===== src/hw/rtl/lobm_ram.sv =====
// Order slot memory: one write port, one read port with registered read data.
`default_nettype none
module lobm_ram #(
  parameter int unsigned WIDTH = 8,
  parameter int unsigned DEPTH = 2
) (
  input  wire logic                     clk_i,
  input  wire logic                     we_i,
  input  wire logic [$clog2(DEPTH)-1:0] waddr_i,
  input  wire logic [WIDTH-1:0]         wdata_i,
  input  wire logic                     re_i,
  input  wire logic [$clog2(DEPTH)-1:0] raddr_i,
  output logic      [WIDTH-1:0]         rdata_o
);

  logic [WIDTH-1:0] mem_q [DEPTH];

  always_ff @(posedge clk_i) begin
    if (we_i) begin
      mem_q[waddr_i] <= wdata_i;
    end
  end

  always_ff @(posedge clk_i) begin
    if (re_i) begin
      rdata_o <= mem_q[raddr_i];
    end
  end

endmodule
`default_nettype wire


===== config.mk =====
export PLATFORM = sky130hd
export DESIGN_NAME = lobm_ram
export DESIGN_NICKNAME = d
export VERILOG_FILES = /design/src/hw/rtl/lobm_ram.sv
export SDC_FILE = /design/constraint.sdc
export NUM_CORES = 1
export LEC_CHECK = 0
export BUFFER_PORTS_ARGS = -buffer_cell sky130_fd_sc_hd__buf_2
export CAP_MARGIN = 0
export CORE_MARGIN = 5
export CORE_UTILIZATION = 40
export CTS_BUF_LIST = sky130_fd_sc_hd__clkbuf_2 sky130_fd_sc_hd__clkbuf_4 sky130_fd_sc_hd__clkbuf_8
export DETAILED_ROUTE_END_ITERATION = 16
export PLACE_DENSITY = 0.71
export SLEW_MARGIN = 20
export SYNTH_ARGS = -nofsm -noshare
export SYNTH_HDL_FRONTEND = slang
export SYNTH_SLANG_ARGS = --single-unit

===== constraint.sdc =====
create_clock -name clk_i -period 1.3 [get_ports clk_i]
set_clock_uncertainty 0.15 [all_clocks]
set_input_delay 0.195 -clock clk_i [delete_from_list [all_inputs] [get_ports clk_i]]
set_output_delay 0.195 -clock clk_i [all_outputs]
set_load 0.05 [all_outputs]

==> run summary, run 1 <==
Iteration-0 DRC Markers - 2
CP max stage delay - 340 ps
drt pass-1 iters - 3
Via density - 4.280
vias in the first global route - 395
Starting Density - 43.19%
Max Slew Vio Count - 0
first-pass GRT wire length - 1759 um
WL/cell - 11.92 um
Yosys Warn Count - 0
Clock Tree Root - clkbuf_4
Simple-Gate Fraction of Synth Area - 1.447%
Yosys top cell area share - 83.36%
Layout Area Growth over Synthesis - 27.21%
DRC Markers - 0
top cells by count, synth - 24 x edfxtp_1, 8 x mux2_4, 1 x and2_1, 1 x buf_6, 1 x nor2b_1
crit share post-route - 95.17%
XOR/XNOR Fraction of Synth Area - 0%
post-route ant nets - 0
Post-Syn Area - 864.6 um2
IO Count - 21
clock buffer depth - 2
Critical Path, Cell by Cell - buf_2
Placement Rows - 16
Synth Area in Compound Gates - 0%
Hold Path Class - input pin to flop
Total GRT Usage - 7.759%
Fmax - 808.3 MHz
Max-slew headroom - 76.29%
Finish-stage setup viols - 0
antenna diode count - 0
Synth Instances - 35
CP max stage cell - edfxtp_1
top_reg_cell synth - edfxtp_1
Synthesized Nets - 48
Layout Nets - 81
Die Wd - 56.49 um
die height - 56.49 um
Unique masters post-synth - 5
Final Hold Viols - 0
DP Area - 994.7 um2
clock latency at the later pin of the worst-skew pair - 300 ps
routability-driven placement congestion ratio - 0.6238
Crit path buffers/inverters - 1
initial antenna violation count - 0
RSZ-0062 raised after global routing - false
total grt overflow - 0
CP startpoint kind - flop
Yosys top cell by area - edfxtp_1
Worst path top cell family by delay - flip-flops
Port-buffer cells - 20
crit path max fanout - 1
number of max-cap violations - 0
Total Wirelength - 1109 um
Final Cell Area - 1100 um2
minimum clock period - 1237 ps
Synth area leaders - edfxtp_1 83%, mux2_4 14%, buf_6 1.3%, and2_1 0.72%, nor2b_1 0.72%
pin count of the biggest net entering global routing - 13
setup TNS - 0 ps
worst slew pin tran - 355.7 ps
status - finished, final reports clean
die footprint - 3191 um2
EDFF count, synth - 24
register area share after synthesis - 83.36%
WP data required - 950 ps
largest family of logic cells by synthesized area - multiplexers
total CTS buffers - 3
CTS tree - yes
Worst-path clk slew - 110 ps
core area - 2002 um2
worst path arrival time - 890 ps
layout cells sized above 1 - 48.48%
Pwr Density - 1276 nW/um2
Post-CTS Setup Bufs - 0
top-count cell post-synth - edfxtp_1
average size of a mapped cell - 24.70 um2
P_leak - 0.0004309 uW
post-synthesis adder-cell area fraction - 0%
Async SR Flop Fraction - 0%
worst vdd ir - 0.8104 mV
via count - 398
multiplexer share of the synthesized area - 13.89%
H-tree depth - 1
crit end category - primary output
Seq cells post-synth - 24
clk sink count - 24
Worst Setup Path Type - flop to primary output
==> sequential cells by signal, summed over array words and instances, names as in the netlist <==
register,count
rdata_o,8
mem_q,16
==> what timing repair did <==
action | in CTS | in global routing
hold endpoints to repair | 16 | 0
hold buffers | 8 | 0
gates resized for setup | 0 | 2
endpoints found under the setup margin | 0 | 1
==> final timing paths <==
| path | from | to | slack [ps] | depth (start not counted) |
|---|---|---|---|---|
| hold reg to reg | mem_q[1][4] | rdata_o[4] | 410 | 1 |
| setup reg to reg | mem_q[0][7] | rdata_o[7] | 250 | 1 |
| hold / removal | re_i | rdata_o[5] | 60 | 1 |
| setup / recovery | rdata_o[2] | rdata_o[2] | 60 | 1 |
==> cell usage in the layout (no fill, tap or decap) <==
master,count
dlygate4sd3_1,8
and2_1,1
buf_2,19
buf_4,2
nor2b_1,1
mux2_4,8
edfxtp_1,24
clkbuf_4,3
==> metal layers <==
layer | GRT usage (%) | vias to the layer above | part of all wire, %
met5 | 0 | - | 0
met4 | 6.102 | 0 | 2.8
met3 | 3.211 | 2 | 8.9
met2 | 10.89 | 15 | 47
met1 | 9.238 | 183 | 41
li1 | - | 198 | -
==> kinds of logic (layout without fill, tap and decap cells) <==
| logic type | Yosys count | in the layout |
|---|---|---|
| DFF | 24 | 24 |
| muxes | 8 | 8 |
| and+or+nand+nor | 2 | 2 |
| buffers and inverters | 1 | 32 |
==> final cells by class <==
class / instances / area [um2]
clock buffers: 3 / 22.52
fillers: 163 / 902.1
multi-input cells: 10 / 132.6
flip-flops and latches: 24 / 720.7
well taps: 27 / 33.78
repair buffers: 29 / 190.2
==> stage by stage <==
step	setup slack, ps	total power, uW	cells	util (%)	hold WS (ps)
floorplan	161.6	1061	35	-	143.9
global placement	143.7	1105	82	49.69	234.1
detailed placement	124.3	1110	82	49.69	236.0
CTS	24.50	1430	93	54.81	50.58
global route	11.68	1470	93	54.94	58.41
finish	62.82	1404	93	54.94	62.72
==> where the power goes <==
part	leakage, uW	internal, uW	switching [uW]	total, uW
sequential	0.000228	913	13.0	926
clock	0.0000138	108	186	295
combinational	0.000189	78.0	105	183
Power figures use the tool's default switching activity.
==> run 2, diff against run 1 <==
- CORE_MARGIN: 5 -> 1
- clock period: 1.3 -> 1.5 ns (I/O delays scaled with it)
==> run 2 against run 1 <==
- largest cell class unchanged
- sequential share of layout area down 0.075 points
- sequential power decreased by 13%
- critical path depth unchanged
==> run summary, run 2 (same netlist as run 1, synthesis figures left out) <==
Final Util - 55.00% (was 54.94%)
Placement Rows - 16 (unchanged)
M1 wire length - 431 um (was 455 um)
Max-slew headroom - 76.53% (was 76.29%)
Starting Density - 43.19% (unchanged)
Final Hold Viols - 0 (unchanged)
met3 wire length - 64 um (was 99 um)
Total GRT Usage - 10.95% (was 7.759%)
core area - 2002 um2 (unchanged)
crit end category - primary output (unchanged)
combinational group share of total power - 12.8% (was 13.1%)
P_leak - 0.0004316 uW (was 0.0004309 uW)
Die Wd - 48.49 um (was 56.49 um)
CP max stage delay - 340 ps (about the same)
Hold Path Class - input pin to flop (unchanged)
Total Wirelength - 1086 um (was 1109 um)
post-cts sizing count - 0 (unchanged)
RSZ-0062 raised after global routing - false (unchanged)
number of max-cap violations - 0 (unchanged)
crit share post-route - 85.11%
fin cells - 94 (was 93)
worst path arrival time - 900 ps (was 890 ps)
max reg flops - 16 (unchanged)
status - finished, final reports clean (unchanged)
first-pass GRT wire length - 1883 um (was 1759 um)
CP startpoint kind - flop (unchanged)
min-delay src - re_i (unchanged)
sw frac - 22.59% (was 21.71%)
commonest non-fill, non-tap cell in the layout - edfxtp_1 (unchanged)
Largest Register - mem_q (unchanged)
minimum clock period - 1277 ps
Final Cell Area - 1101 um2 (was 1100 um2)
most frequent cells in the layout - 24 x edfxtp_1, 20 x buf_2, 8 x mux2_4, 8 x dlygate4sd3_1, 3 x clkbuf_4 (was 24 x edfxtp_1, 19 x buf_2, 8 x mux2_4, 8 x dlygate4sd3_1, 3 x clkbuf_4)
die footprint - 2351 um2 (was 3191 um2)
via count - 419 (was 398)
Crit path buffers/inverters - 1 (unchanged)
Post-CTS Setup Bufs - 0 (unchanged)
Finish-stage setup viols - 0 (unchanged)
drt pass-1 iters - 3 (unchanged)
Max Slew Vio Count - 0 (unchanged)
layout cells sized above 1 - 47.76% (was 48.48%)
DP Area - 994.7 um2 (unchanged)
pin count of the biggest net entering global routing - 14 (was 13)
uppermost layer routed - met4 (unchanged)
Fmax - 783.3 MHz
Critical Path, Cell by Cell - buf_2 (unchanged)
Largest regs - mem_q x16, rdata_o x8 (unchanged)
crit path max fanout - 1 (unchanged)
initial antenna violation count - 0 (unchanged)
vias in the first global route - 448 (was 395)
WL/cell - 11.55 um (was 11.92 um)
Via density - 4.457 (was 4.280)
CTS Hold Buffers Added - 8 (unchanged)
clock latency at the later pin of the worst-skew pair - 310 ps (was 300 ps)
Layout Nets - 81 (unchanged)
cell total after placement - 82 (unchanged)
clock buffer depth - 2 (unchanged)
power share of the sequential group - 65.0% (was 66.0%)
met2 routed WL - 574 um (was 521 um)
Worst-path clk slew - 120 ps (was 110 ps)
switching pwr - 278.7 uW (was 304.8 uW)
worst slew pin tran - 352.0 ps (was 355.7 ps)
DRC Markers - 0 (unchanged)
Port-buffer cells - 20 (unchanged)
H-tree depth - 1 (unchanged)
Clock Power Share - 22.1% (was 21.0%)
post-route ant nets - 0 (unchanged)
Iteration-0 DRC Markers - 6 (was 2)
Filler cells - 165 (was 163)
die height - 48.49 um (was 56.49 um)
CP max stage cell - edfxtp_1 (unchanged)
clk sink count - 24 (unchanged)
total grt overflow - 0 (unchanged)
total power - 1234 uW (was 1404 uW)
setup TNS - 0 ps (unchanged)
WP data required - 1120 ps (was 950 ps)
total CTS buffers - 3 (unchanged)
Pwr Density - 1120 nW/um2 (was 1276 nW/um2)
antenna diode count - 0 (unchanged)
Worst Setup SP - rdata_o[1] (was rdata_o[2])
routability-driven placement congestion ratio - 0.6453 (was 0.6238)
CTS tree - yes (unchanged)
Layout Area Growth over Synthesis - 27.35% (was 27.21%)
Worst Setup Path Type - flop to primary output (unchanged)
IO Count - 21 (unchanged)
worst vdd ir - 0.7405 mV (was 0.8104 mV)
Worst R2R Start - mem_q[0][7] (unchanged)
internal power - 954.9 uW (was 1099 uW)
Worst path top cell family by delay - flip-flops (unchanged)
Clock Tree Root - clkbuf_4 (unchanged)
## run 2: cell types whose count changed in the layout (fill, tap and decap cells not counted)
cell	before	now
clkinv_1	0	1
buf_4	2	1
buf_2	19	20
## run 2: cell type report
class                           count  area [um2]  area share (%)
Clock buffer                        3       22.52           2.045
Clock inverter                      1       3.754          0.3409
Multi-Input combinational cell     10       132.6           12.05
Sequential cell                    24       720.7           65.45
Tap cell                           27       33.78           3.068
Timing Repair Buffer               29       187.7           17.05
## run 2: power groups by stage
stage / Clock (uW) / Combinational, uW / Sequential [uW]
2_1_floorplan: 0 / 45.9 / 873
3_3_place_gp: 0 / 140 / 817
3_5_place_dp: 0 / 144 / 819
4_1_cts: 283 / 159 / 803
5_1_grt: 316 / 168 / 806
6_report: 273 / 158 / 802
## run 2: final timing paths
check                to  slack (ps)  cells after the start
min          rdata_o[3]         100                      1
min reg2reg  rdata_o[6]         410                      1
max          rdata_o[1]         220                      1
max reg2reg  rdata_o[7]         440                      1
## run 2: layer usage
| metal | GRT usage, % | vias to the layer above |
|---|---|---|
| met5 | 0 | - |
| met4 | 5.882 | 0 |
| met3 | 2.830 | 2 |
| met2 | 20.42 | 18 |
| met1 | 11.04 | 197 |
| li1 | - | 202 |
## run 2: per-stage QoR
| stage | hold slack (ps) | setup slack [ps] |
|---|---|---|
| CTS | 89.29 | 204.8 |
| detailed placement | 266.3 | 281.4 |
| global route | 87.48 | 163.0 |
| floorplan | 173.9 | 331.6 |
| global placement | 264.2 | 312.5 |
| finish | 96.91 | 223.4 |
==> run 3, diff against run 2 <==
- BUFFER_PORTS_ARGS: -buffer_cell sky130_fd_sc_hd__buf_2 -> default
- DONT_BUFFER_PORTS: default -> 1
- PLACE_DENSITY: 0.71 -> 0.62
==> run 3 against run 2 <==
- clock power fell by 7%
- via count down 17%
- combinational power shrank 50%
- design area shrank 6.7%
- critical endpoint is now rdata_o[6]
- highest routed layer is now met3
==> run summary, run 3 (same netlist as run 1, synthesis figures left out) <==
Pwr Density - 1164 nW/um2 (was 1120 nW/um2)
Max Slew Vio Count - 0 (unchanged)
Worst Setup Path Type - input pin to flop (was flop to primary output)
Total GRT Usage - 9.266% (was 10.95%)
Filler cells - 175 (was 165)
clock latency at the later pin of the worst-skew pair - 290 ps (was 310 ps)
Worst-path clk slew - 110 ps (was 120 ps)
Placement Rows - 16 (unchanged)
die height - 48.49 um (unchanged)
Max-slew headroom - 69.05% (was 76.53%)
most frequent cells in the layout - 24 x edfxtp_1, 11 x dlygate4sd3_1, 8 x mux2_4 (was 24 x edfxtp_1, 20 x buf_2, 8 x mux2_4, 8 x dlygate4sd3_1, 3 x clkbuf_4)
layout cells sized above 1 - 24.49% (was 47.76%)
footprint of the multi-input gates - 132.6 um2 (unchanged)
CP startpoint kind - input pin (was flop)
P_leak - 0.0003639 uW (was 0.0004316 uW)
RSZ-0062 raised after global routing - false (unchanged)
total grt overflow - 0 (unchanged)
status - finished, final reports clean (unchanged)
Port-buffer cells - 0 (was 20)
Total Wirelength - 1058 um (was 1086 um)
clk sink count - 24 (unchanged)
clock buffer depth - 2 (unchanged)
GRT busiest layer - met2 (unchanged)
drt pass-1 iters - 3 (unchanged)
IO Count - 21 (unchanged)
worst vdd ir - 0.7359 mV (was 0.7405 mV)
global-route met1 utilization - 9.422% (was 11.04%)
crit end category - flop (was primary output)
routability-driven placement congestion ratio - 0.6812 (was 0.6453)
vias in the first global route - 367 (was 448)
Starting Density - 43.19% (unchanged)
total CTS buffers - 3 (unchanged)
DRC Markers - 0 (unchanged)
Die Wd - 48.49 um (unchanged)
via count - 349 (was 419)
grt met3 use - 3.145% (was 2.830%)
FF/Latch Area - 720.7 um2 (unchanged)
Finish-stage setup viols - 0 (unchanged)
met2 Usage GRT - 17.61% (was 20.42%)
number of max-cap violations - 0 (unchanged)
Largest Register - mem_q (unchanged)
Hold WS - 132.8 ps (was 96.91 ps)
initial antenna violation count - 0 (unchanged)
Final Cell Area - 1027 um2 (was 1101 um2)
Clock Tree Root - clkbuf_4 (unchanged)
setup TNS - 0 ps (unchanged)
DP Area - 894.6 um2 (was 994.7 um2)
CTS tree - yes (unchanged)
Layout Area Growth over Synthesis - 18.81% (was 27.35%)
max reg flops - 16 (unchanged)
Critical Path, Cell by Cell - dlygate4sd3_1 -> mux2_4 (was buf_2)
worst path arrival time - 1370 ps (was 900 ps)
commonest non-fill, non-tap cell in the layout - edfxtp_1 (unchanged)
Worst path top cell family by delay - buffers and inverters (was flip-flops)
Layout Nets - 64 (was 81)
Largest regs - mem_q x16, rdata_o x8 (unchanged)
antenna diode count - 0 (unchanged)
crit path max fanout - 7 (was 1)
Via density - 4.592 (was 4.457)
Post-CTS Setup Bufs - 0 (unchanged)
WP data required - 1410 ps (was 1120 ps)
core area - 2002 um2 (unchanged)
worst slew pin tran - 465.2 ps (was 352.0 ps)
crit share post-route - 97.86% (was 85.11%)
minimum clock period - 1468 ps (was 1277 ps)
Fmax - 681.2 MHz (was 783.3 MHz)
WL/cell - 13.92 um (was 11.55 um)
post-route ant nets - 0 (unchanged)
Final Hold Viols - 0 (unchanged)
CP max stage delay - 810 ps (was 340 ps)
pin count of the biggest net entering global routing - 13 (was 14)
Hold Path Class - input pin to flop (unchanged)
Iteration-0 DRC Markers - 5 (was 6)
die footprint - 2351 um2 (unchanged)
H-tree depth - 1 (unchanged)
first-pass GRT wire length - 1580 um (was 1883 um)
CP max stage cell - dlygate4sd3_1 (was edfxtp_1)
Crit path buffers/inverters - 1 (unchanged)
==> run 3: cell types whose count changed in the layout (fill, tap and decap cells not counted), sizes merged <==
cell	delta
buf	-20
clkinv	-1
dlygate4sd3	+3
==> run 3: path summary, 6_finish.rpt <==
check	start	endpoint	slack [ps]	cells past startpoint
setup reg to reg	mem_q[1][2]	rdata_o[2]	450	1
hold / removal	waddr_i	mem_q[0][3]	130	2
setup / recovery	raddr_i	rdata_o[6]	30	2
hold reg to reg	mem_q[0][4]	rdata_o[4]	410	1
==> run 3: layer usage <==
metal  wire length [um]  vias up
met1                436      167
met2                584       14
met4                  0        0
met3                 37        0
li1                   -      168
met5                  0        -
==> run 3: cell type report <==
| cell class | instances | area share [%] |
|---|---|---|
| clock buffers | 3 | 2.192 |
| multi-input cells | 10 | 12.91 |
| flip-flops and latches | 24 | 70.16 |
| well taps | 27 | 3.289 |
| repair buffers | 12 | 11.45 |
==> run 3: repair_timing <==
item                                   4_1_cts  5_1_grt
hold buffers                                 9        2
resized for setup                            0        0
endpoints found under the hold margin       24        7
==> run 3: per-stage QoR <==
step                power [uW]  std cells  setup WS (ps)  utilization (%)
floorplan                919.3         35          331.6                -
global placement         919.7         62          482.2            44.69
detailed placement       924.5         62          435.8            44.69
CTS                       1192         74          173.0            50.31
global route              1239         76          28.69            51.31
finish                    1195         76          32.04            51.31
==> run 3: power breakdown <==
| part | internal (uW) | total (uW) | leakage [uW] | switching (uW) |
|---|---|---|---|---|
| sequential | 793 | 862 | 0.000228 | 68.8 |
| combinational | 51.1 | 79.7 | 0.000122 | 28.6 |
| clock | 93.3 | 254 | 0.0000138 | 160 |
