File: config.mk
export PLATFORM = sky130hd
export DESIGN_NAME = lobm_core
export DESIGN_NICKNAME = d
export VERILOG_FILES = /design/src/hw/rtl/lobm_pkg.sv /design/src/hw/rtl/lobm_core.sv
export SDC_FILE = /design/constraint.sdc
export NUM_CORES = 1
export LEC_CHECK = 0
export ABC_AREA = 0
export BUFFER_PORTS_ARGS = -buffer_cell sky130_fd_sc_hd__buf_4
export CORE_ASPECT_RATIO = 0.5
export CORE_MARGIN = 2
export CORE_UTILIZATION = 49
export CTS_CLUSTER_SIZE = 30
export DETAILED_ROUTE_END_ITERATION = 8
export PLACE_DENSITY = 0.75
export RECOVER_POWER = 100
export SETUP_SLACK_MARGIN = 0.4
export SYNTH_ARGS = -nofsm -noshare
export SYNTH_HDL_FRONTEND = slang
export SYNTH_SLANG_ARGS = --single-unit
export TNS_END_PERCENT = 1
File: constraint.sdc
create_clock -name clk_i -period 11.7 [get_ports clk_i]
set_clock_uncertainty 0.1 [all_clocks]
set_input_delay 0.585 -clock clk_i [delete_from_list [all_inputs] [get_ports clk_i]]
set_output_delay 0.585 -clock clk_i [all_outputs]
set_load 0.02 [all_outputs]
File: src/hw/rtl/lobm_pkg.sv
// Shared types and constants of the limit order book matcher.
`default_nettype none
package lobm_pkg;

  localparam int unsigned ORDER_SLOTS    = 64;
  localparam int unsigned IDX_BITS       = $clog2(ORDER_SLOTS);
  localparam int unsigned PRICE_BITS     = 16;
  localparam int unsigned ID_BITS        = 32;
  localparam int unsigned QTY_BITS       = 32;
  localparam int unsigned ARR_BITS       = 32;
  localparam int unsigned IN_TDATA_BITS  = 88;
  localparam int unsigned OUT_TDATA_BITS = 120;

  typedef enum logic [1:0] {
    MODE_ADD    = 2'd0,
    MODE_CANCEL = 2'd1,
    MODE_MODIFY = 2'd2,
    MODE_NONE   = 2'd3
  } mode_e;

  typedef enum logic [2:0] {
    STAT_RESTED    = 3'd0,
    STAT_DONE      = 3'd1,
    STAT_CANCELLED = 3'd2,
    STAT_SHRUNK    = 3'd3,
    STAT_MOVED     = 3'd4,
    STAT_UNKNOWN   = 3'd5,
    STAT_FULL      = 3'd6
  } status_e;

  typedef enum logic [2:0] {
    S_IDLE,
    S_FIND,
    S_MOD,
    S_SCAN,
    S_FILL,
    S_REST,
    S_FIN
  } state_e;

  typedef struct packed {
    logic [ID_BITS-1:0]    id;
    logic                  side;
    logic [PRICE_BITS-1:0] price;
    logic [QTY_BITS-1:0]   qty;
    logic [ARR_BITS-1:0]   arr;
  } rec_t;

  localparam int unsigned REC_BITS = $bits(rec_t);

  typedef struct packed {
    mode_e                 mode;
    logic [ID_BITS-1:0]    req_id;
    logic                  side;
    logic                  is_limit;
    logic [PRICE_BITS-1:0] price;
    logic [QTY_BITS-1:0]   quantity;
  } req_t;

  typedef struct packed {
    logic                  is_trade;
    logic [ID_BITS-1:0]    buyer_id;
    logic [ID_BITS-1:0]    seller_id;
    logic [PRICE_BITS-1:0] trade_price;
    logic [QTY_BITS-1:0]   trade_qty;
    status_e               status;
    logic                  last;
  } res_t;

  typedef struct packed {
    logic                we;
    logic [IDX_BITS-1:0] waddr;
    rec_t                wdata;
    logic                re;
    logic [IDX_BITS-1:0] raddr;
  } ram_req_t;

endpackage
`default_nettype wire

File: src/hw/rtl/lobm_core.sv
// Matching sequencer: slot scans, fills, resting and result output register.
`default_nettype none
module lobm_core
  import lobm_pkg::*;
(
  input  wire logic     clk_i,
  input  wire logic     rst_ni,
  input  wire logic     in_valid_i,
  output logic          in_ready_o,
  input  wire req_t     in_req_i,
  output logic          out_valid_o,
  input  wire logic     out_ready_i,
  output res_t          out_res_o,
  output ram_req_t      ram_req_o,
  input  wire rec_t     ram_rdata_i
);

  localparam logic [IDX_BITS-1:0] LAST_IDX = IDX_BITS'(ORDER_SLOTS - 1);

  state_e                 state_q, state_d;
  mode_e                  mode_q, mode_d;
  logic [ID_BITS-1:0]     id_q, id_d;
  logic                   side_q, side_d;
  logic                   lim_q, lim_d;
  logic [PRICE_BITS-1:0]  price_q, price_d;
  logic [QTY_BITS-1:0]    qty_q, qty_d;
  status_e                code_q, code_d;
  status_e                status_q, status_d;
  logic [IDX_BITS-1:0]    cnt_q, cnt_d;
  logic                   issue_q, issue_d;
  logic                   rd_vld_q, rd_vld_d;
  logic [IDX_BITS-1:0]    rd_idx_q, rd_idx_d;
  logic                   best_vld_q, best_vld_d;
  logic [IDX_BITS-1:0]    best_idx_q, best_idx_d;
  rec_t                   best_q, best_d;
  logic [ORDER_SLOTS-1:0] valid_q, valid_d;
  logic [ARR_BITS-1:0]    ctr_q, ctr_d;
  logic                   pend_vld_q, pend_vld_d;
  res_t                   pend_q, pend_d;
  logic                   out_vld_q, out_vld_d;
  res_t                   out_q, out_d;

  logic                   free_vld;
  logic [IDX_BITS-1:0]    free_idx;
  logic                   out_free;
  logic                   hit;
  logic                   better;
  logic                   cross_fail;
  logic [QTY_BITS-1:0]    fill;
  logic [ARR_BITS-1:0]    age_new, age_best;
  res_t                   trade;

  always_comb begin
    free_vld = 1'b0;
    free_idx = '0;
    for (int i = ORDER_SLOTS - 1; i >= 0; i--) begin
      if (!valid_q[i]) begin
        free_vld = 1'b1;
        free_idx = IDX_BITS'(i);
      end
    end
  end

  always_comb begin
    age_new  = ctr_q - ram_rdata_i.arr;
    age_best = ctr_q - best_q.arr;
    if (!best_vld_q) begin
      better = 1'b1;
    end else if (ram_rdata_i.price != best_q.price) begin
      better = side_q ? (ram_rdata_i.price > best_q.price)
                      : (ram_rdata_i.price < best_q.price);
    end else begin
      better = age_new > age_best;
    end
    cross_fail = lim_q && (side_q ? (price_q > best_q.price) : (price_q < best_q.price));
    fill = (qty_q < best_q.qty) ? qty_q : best_q.qty;
    trade             = '0;
    trade.is_trade    = 1'b1;
    trade.buyer_id    = side_q ? best_q.id : id_q;
    trade.seller_id   = side_q ? id_q : best_q.id;
    trade.trade_price = best_q.price;
    trade.trade_qty   = fill;
    trade.status      = STAT_RESTED;
  end

  assign hit      = rd_vld_q && valid_q[rd_idx_q];
  assign out_free = !out_vld_q || out_ready_i;

  always_comb begin
    state_d    = state_q;
    mode_d     = mode_q;
    id_d       = id_q;
    side_d     = side_q;
    lim_d      = lim_q;
    price_d    = price_q;
    qty_d      = qty_q;
    code_d     = code_q;
    status_d   = status_q;
    cnt_d      = cnt_q;
    issue_d    = issue_q;
    rd_vld_d   = 1'b0;
    rd_idx_d   = cnt_q;
    best_vld_d = best_vld_q;
    best_idx_d = best_idx_q;
    best_d     = best_q;
    valid_d    = valid_q;
    ctr_d      = ctr_q;
    pend_vld_d = pend_vld_q;
    pend_d     = pend_q;
    out_vld_d  = out_vld_q;
    out_d      = out_q;
    in_ready_o = 1'b0;
    ram_req_o       = '0;
    ram_req_o.waddr = best_idx_q;
    ram_req_o.wdata = best_q;
    ram_req_o.raddr = cnt_q;

    if (out_vld_q && out_ready_i) begin
      out_vld_d = 1'b0;
    end

    if ((state_q == S_FIND || state_q == S_SCAN) && issue_q) begin
      ram_req_o.re = 1'b1;
      rd_vld_d     = 1'b1;
      if (cnt_q == LAST_IDX) begin
        issue_d = 1'b0;
      end else begin
        cnt_d = cnt_q + 1'b1;
      end
    end

    case (state_q)
      S_IDLE: begin
        in_ready_o = 1'b1;
        if (in_valid_i) begin
          mode_d     = in_req_i.mode;
          id_d       = in_req_i.req_id;
          side_d     = in_req_i.side;
          lim_d      = in_req_i.is_limit;
          price_d    = in_req_i.price;
          qty_d      = in_req_i.quantity;
          code_d     = STAT_RESTED;
          cnt_d      = '0;
          issue_d    = 1'b1;
          best_vld_d = 1'b0;
          case (in_req_i.mode)
            MODE_ADD: begin
              if (in_req_i.quantity == '0) begin
                issue_d = 1'b0;
                state_d = S_REST;
              end else begin
                state_d = S_SCAN;
              end
            end
            MODE_CANCEL, MODE_MODIFY: state_d = S_FIND;
            default: issue_d = 1'b0;
          endcase
        end
      end
      S_FIND: begin
        if (hit && !best_vld_q && ram_rdata_i.id == id_q) begin
          best_vld_d = 1'b1;
          best_idx_d = rd_idx_q;
          best_d     = ram_rdata_i;
        end
        if (rd_vld_q && rd_idx_q == LAST_IDX) begin
          state_d = S_MOD;
        end
      end
      S_MOD: begin
        state_d = S_FIN;
        if (!best_vld_q) begin
          status_d = STAT_UNKNOWN;
        end else if (mode_q == MODE_CANCEL || qty_q == '0) begin
          valid_d[best_idx_q] = 1'b0;
          status_d            = STAT_CANCELLED;
        end else if (price_q == best_q.price && qty_q <= best_q.qty) begin
          ram_req_o.we        = 1'b1;
          ram_req_o.wdata.qty = qty_q;
          status_d            = STAT_SHRUNK;
        end else begin
          valid_d[best_idx_q] = 1'b0;
          side_d     = best_q.side;
          lim_d      = 1'b1;
          code_d     = STAT_MOVED;
          cnt_d      = '0;
          issue_d    = 1'b1;
          best_vld_d = 1'b0;
          state_d    = S_SCAN;
        end
      end
      S_SCAN: begin
        if (hit && ram_rdata_i.side != side_q && better) begin
          best_vld_d = 1'b1;
          best_idx_d = rd_idx_q;
          best_d     = ram_rdata_i;
        end
        if (rd_vld_q && rd_idx_q == LAST_IDX) begin
          state_d = S_FILL;
        end
      end
      S_FILL: begin
        if (!best_vld_q || cross_fail) begin
          state_d = S_REST;
        end else if (!pend_vld_q || out_free) begin
          if (pend_vld_q) begin
            out_vld_d = 1'b1;
            out_d     = pend_q;
          end
          ram_req_o.we        = 1'b1;
          ram_req_o.wdata.qty = best_q.qty - fill;
          if (best_q.qty == fill) begin
            valid_d[best_idx_q] = 1'b0;
          end
          pend_vld_d = 1'b1;
          pend_d     = trade;
          qty_d      = qty_q - fill;
          if (qty_q == fill) begin
            state_d = S_REST;
          end else begin
            cnt_d      = '0;
            issue_d    = 1'b1;
            best_vld_d = 1'b0;
            state_d    = S_SCAN;
          end
        end
      end
      S_REST: begin
        state_d = S_FIN;
        if (qty_q != '0 && lim_q) begin
          if (free_vld) begin
            ram_req_o.we          = 1'b1;
            ram_req_o.waddr       = free_idx;
            ram_req_o.wdata.id    = id_q;
            ram_req_o.wdata.side  = side_q;
            ram_req_o.wdata.price = price_q;
            ram_req_o.wdata.qty   = qty_q;
            ram_req_o.wdata.arr   = ctr_q;
            valid_d[free_idx]     = 1'b1;
            ctr_d                 = ctr_q + 1'b1;
            status_d              = code_q;
          end else begin
            status_d = STAT_FULL;
          end
        end else begin
          status_d = STAT_DONE;
        end
      end
      S_FIN: begin
        if (out_free) begin
          out_vld_d = 1'b1;
          out_d     = pend_vld_q ? pend_q : '0;
          out_d.status = status_q;
          out_d.last   = 1'b1;
          pend_vld_d   = 1'b0;
          state_d      = S_IDLE;
        end
      end
      default: state_d = S_IDLE;
    endcase
  end

  always_ff @(posedge clk_i or negedge rst_ni) begin
    if (!rst_ni) begin
      state_q    <= S_IDLE;
      issue_q    <= 1'b0;
      rd_vld_q   <= 1'b0;
      best_vld_q <= 1'b0;
      valid_q    <= '0;
      ctr_q      <= '0;
      pend_vld_q <= 1'b0;
      out_vld_q  <= 1'b0;
    end else begin
      state_q    <= state_d;
      issue_q    <= issue_d;
      rd_vld_q   <= rd_vld_d;
      best_vld_q <= best_vld_d;
      valid_q    <= valid_d;
      ctr_q      <= ctr_d;
      pend_vld_q <= pend_vld_d;
      out_vld_q  <= out_vld_d;
    end
  end

  always_ff @(posedge clk_i) begin
    mode_q     <= mode_d;
    id_q       <= id_d;
    side_q     <= side_d;
    lim_q      <= lim_d;
    price_q    <= price_d;
    qty_q      <= qty_d;
    code_q     <= code_d;
    status_q   <= status_d;
    cnt_q      <= cnt_d;
    rd_idx_q   <= rd_idx_d;
    best_idx_q <= best_idx_d;
    best_q     <= best_d;
    pend_q     <= pend_d;
    out_q      <= out_d;
  end

  assign out_valid_o = out_vld_q;
  assign out_res_o   = out_q;

endmodule
`default_nettype wire
==> impl_metrics.py <==
metrics = {
    "pwr": {
        "clock_power_share_pct": 23.4,
        "p_leak_nw": 14.6,
        "powerDensity_nw_per_um2": 195,
        "p_total_mw": 7.22,
        "combPwrFrac_pct": 40.6,
        "p_int_mw": 4.34,
        "share_seq_of_total_power_pct": 36.0,
        "netSwitchingFraction_pct": 39.8,
        "peakVddDrop_uv": 142,
        "power.net_switching_mw": 2.87,
    },
    "worst_setup_path": {
        "cp.required_ps": 11730,
        "crit_buf_inv": 3,
        "rrSetupSlack_ps": 2910,
        "reg2reg_depth": 25,
        "endpoint_kind": "flip-flop",
        "crit_slowest_cell": "clkbuf_1",
        "cpPeakStageDelay_ps": 2580,
        "arrival_ps": 8820,
        "r2r-start": "ctr_q[0]",
        "crit_type": "reg -> reg",
        "reg2reg_to": "best_q[21]",
        "start_kind": "flip-flop",
        "path_delay_family": "buffers and inverters",
        "path_max_fanout": 56,
    },
    "cts": {
        "cts_max_level": 2,
        "clkTransAtPathRegs_ps": 70,
        "clock_latency_ps": 630,
        "tritoncts": "yes",
        "numCtsBuffers": 50,
        "cts-root-buf": "clkbuf_16",
        "clockBufferDepth": 3,
        "cts_sinks": 552,
        "post_cts_buffers": 0,
    },
    "route": {
        "viasPerCell": 5.92,
        "drc": 0,
        "antenna_left": 0,
        "drt_iter0_drc": 2766,
        "vias": 26200,
        "dr.pass1.iters": 5,
        "wire_per_inst_um": 22.0,
        "wirelength_mm": 97.4,
    },
    "synthesis": {
        "syn_inst": 3052,
        "syn_area_per_cell_um2": 10.6,
        "syn-cell-area_um2": 32300,
        "synth_ff_type": "edfxtp_1",
        "synth-seq-area-share_pct": 49.3,
        "async_flop_share_pct": 18.8,
        "syn-num-nets": 3481,
        "synth-edff-count": 436,
        "yosysWarnings": 0,
        "ys_types": 90,
        "ys_seq_elements": 552,
    },
    "global_route": {
        "grt_max_degree": 99,
        "grt_pass1_vias": 25400,
        "grt_pass1_wl_mm": 147,
        "globalRouteOverflowTotal": 0,
        "grt.total_usage_pct": 27.8,
        "grt_antenna_before_repair": 7,
    },
    "place": {
        "hpwl_mm": 72.2,
        "gp_congestion": 0.982,
        "portBuffers": 446,
    },
    "layout": {
        "syn_to_final_growth_pct": 14.7,
        "layout-drive-gt1-share_pct": 9.28,
        "nets": 3922,
    },
    "sta": {
        "final-setup-viol-count": 0,
        "fmax_mhz": 114,
        "fin_crit_ps": 8790,
        "slew_headroom_pct": -214,
        "final_max_slew_viol_count": 749,
        "tightest_slew_ps": 4710,
        "rsz0062_at_grt": "no",
        "tns_ps": 0,
        "hold_violations": 0,
        "fin_crit_sh_pct": 75.1,
    },
    "floorplanning": {
        "fp-row-count": 66,
        "core_um2": 65100,
        "io_pins": 447,
        "die_x_um": 367,
        "die_h_um": 186,
        "die-area_um2": 68100,
        "start_util_pct": 49.7,
    },
    "min_path": {
        "worstHoldPathCells": 1,
        "holdPathEnd": "id_q[15]",
        "hold_class": "in -> reg",
        "hp-start": "in_req_i[65]",
    },
    "run_status": {
        "status": "complete, but fails checks",
        "violations": "capacitance limit, slew limit",
    },
    "job": {
        "cap_violations": 16,
    },
}
-- cells by family after synthesis --
group / Yosys count / share of synthesized area (%)
AOI/OAI and AO/OA: 734 / 13.8
xor gates and xnor gates: 176 / 4.77
adders and majority gates: 228 / 8.92
buffers and inverters: 285 / 3.37
DFF: 552 / 49.3
muxes: 120 / 4.83
and+or+nand+nor: 957 / 15.0
-- synth_stat cells, types with 20 or more instances --
| library cell | number | area (um2) |
|---|---|---|
| nor2_1 | 122 | 458 |
| o21a_1 | 33 | 248 |
| xnor2_1 | 107 | 937 |
| xor2_1 | 69 | 604 |
| nand2b_1 | 35 | 219 |
| ha_1 | 224 | 2800 |
| inv_1 | 205 | 769 |
| a21oi_1 | 136 | 681 |
| o21ai_1 | 29 | 145 |
| dfrtp_1 | 104 | 2600 |
| nor4_1 | 38 | 238 |
| and3_1 | 21 | 131 |
| or3_1 | 22 | 138 |
| mux4_2 | 20 | 450 |
| o21ai_0 | 292 | 1460 |
| nor2b_1 | 138 | 863 |
| mux2_2 | 88 | 991 |
| a22oi_1 | 22 | 165 |
| nand4_1 | 76 | 475 |
| nor3_1 | 47 | 235 |
| edfxtp_1 | 436 | 13100 |
| clkbuf_1 | 60 | 225 |
| a21o_1 | 59 | 443 |
| nand3_1 | 50 | 250 |
| nand2_1 | 352 | 1320 |
-- state kept, by name, summed over array words and instances (netlist names), 16 cells and up --
register,count
out_res_o,117
best_q,113
pend_q,112
valid_q,64
ctr_q,32
id_q,32
qty_q,32
price_q,16
-- worst reg2reg max path, stage by stage, from the launching register on --
cell and delay (ps):
dfrtp_1 400, inv_1 140, ha_1 190, inv_1 60, fa_1 420, a211oi_1 330, o211a_1 240, o31ai_1 110
nand2_1 130, a22oi_1 160, a211oi_2 220, o21bai_1 140, a221o_1 340, a41o_1 290, o41ai_2 240, xor2_1 110
ha_1 330, nand4_1 170, nor4_1 450, nand4_1 210, a21oi_1 180, nor3_1 90, a21oi_1 140, o311ai_0 290
nor2_4 190, clkbuf_1 2580
-- repair_timing --
item	4_1_cts	5_1_grt
endpoints found under the hold margin	49	1
resized for setup	0	0
hold buffers	1	1
-- worst max-delay path by stage --
stage,endpoint,startpoint,cells past startpoint
3_5_place_dp,best_q[106],ram_rdata_i[1],25
6_report,best_q[21],ctr_q[0],25
5_1_grt,best_q[25],ctr_q[1],22
2_1_floorplan,best_idx_q[0],ctr_q[0],24
4_1_cts,ram_req_o[69],qty_q[27],24
3_3_place_gp,best_q[94],ram_rdata_i[1],25
-- power by group through the flow --
stage	registers, mW	logic, mW	clock network (mW)
2_1_floorplan	2.66	1.94	0
3_3_place_gp	2.62	2.97	0
3_5_place_dp	2.62	2.99	0
4_1_cts	2.58	3.01	1.71
5_1_grt	2.62	3.16	1.79
6_report	2.60	2.93	1.69
-- per-layer routing --
metal | up-vias | global-route usage [%] | wire [um]
met4 | 0 | 13.3 | 5020
li1 | 12100 | - | -
met3 | 272 | 3.87 | 6760
met5 | - | 0 | 0
met1 | 12600 | 35.3 | 38600
met2 | 1214 | 47.3 | 47100
-- layout make-up --
cell class | instances | area [um2]
clock inverter | 26 | 263
inverter | 207 | 779
sequential | 552 | 15900
clock buffer | 67 | 1390
timing repair buffer | 467 | 2290
tap | 884 | 1110
fill | 5813 | 28000
antenna | 10 | 25.0
multi-input combinational | 2215 | 15300
-- metrics by stage --
stage	worst slack (ps)	std cells	area, um2	utilization, %	hold WS [ps]
floorplan	1570	3052	32300	-	189
global placement	4810	4323	36600	56.3	304
detailed placement	4500	4323	36600	56.3	312
CTS	4280	4417	38300	58.9	4.38
global route	2230	4425	37000	56.9	26.0
finish	2910	4428	37100	56.9	47.4
-- placed cells by master (no fill, tap or decap), drive strengths merged, types with 8 or more instances in the layout --
master / count
nor2b: 138
o211ai: 9
or3: 22
xor2: 69
and2: 9
nor4: 41
ha: 224
nand4: 77
o21a: 33
dfxtp: 12
mux4: 20
xnor2: 107
o31ai: 16
nor2: 122
a21boi: 13
and3: 21
a211oi: 14
nand3: 51
dfrtp: 104
clkinv: 20
a31oi: 16
mux2: 88
a21oi: 138
mux2i: 12
a22oi: 22
nand2b: 35
clkbuf: 485
a21o: 59
nor3: 47
diode: 10
inv: 210
o21ai: 322
o22ai: 11
edfxtp: 436
buf: 47
nand2: 354
and4: 8
o21bai: 11
Power figures use the tool's default switching activity.
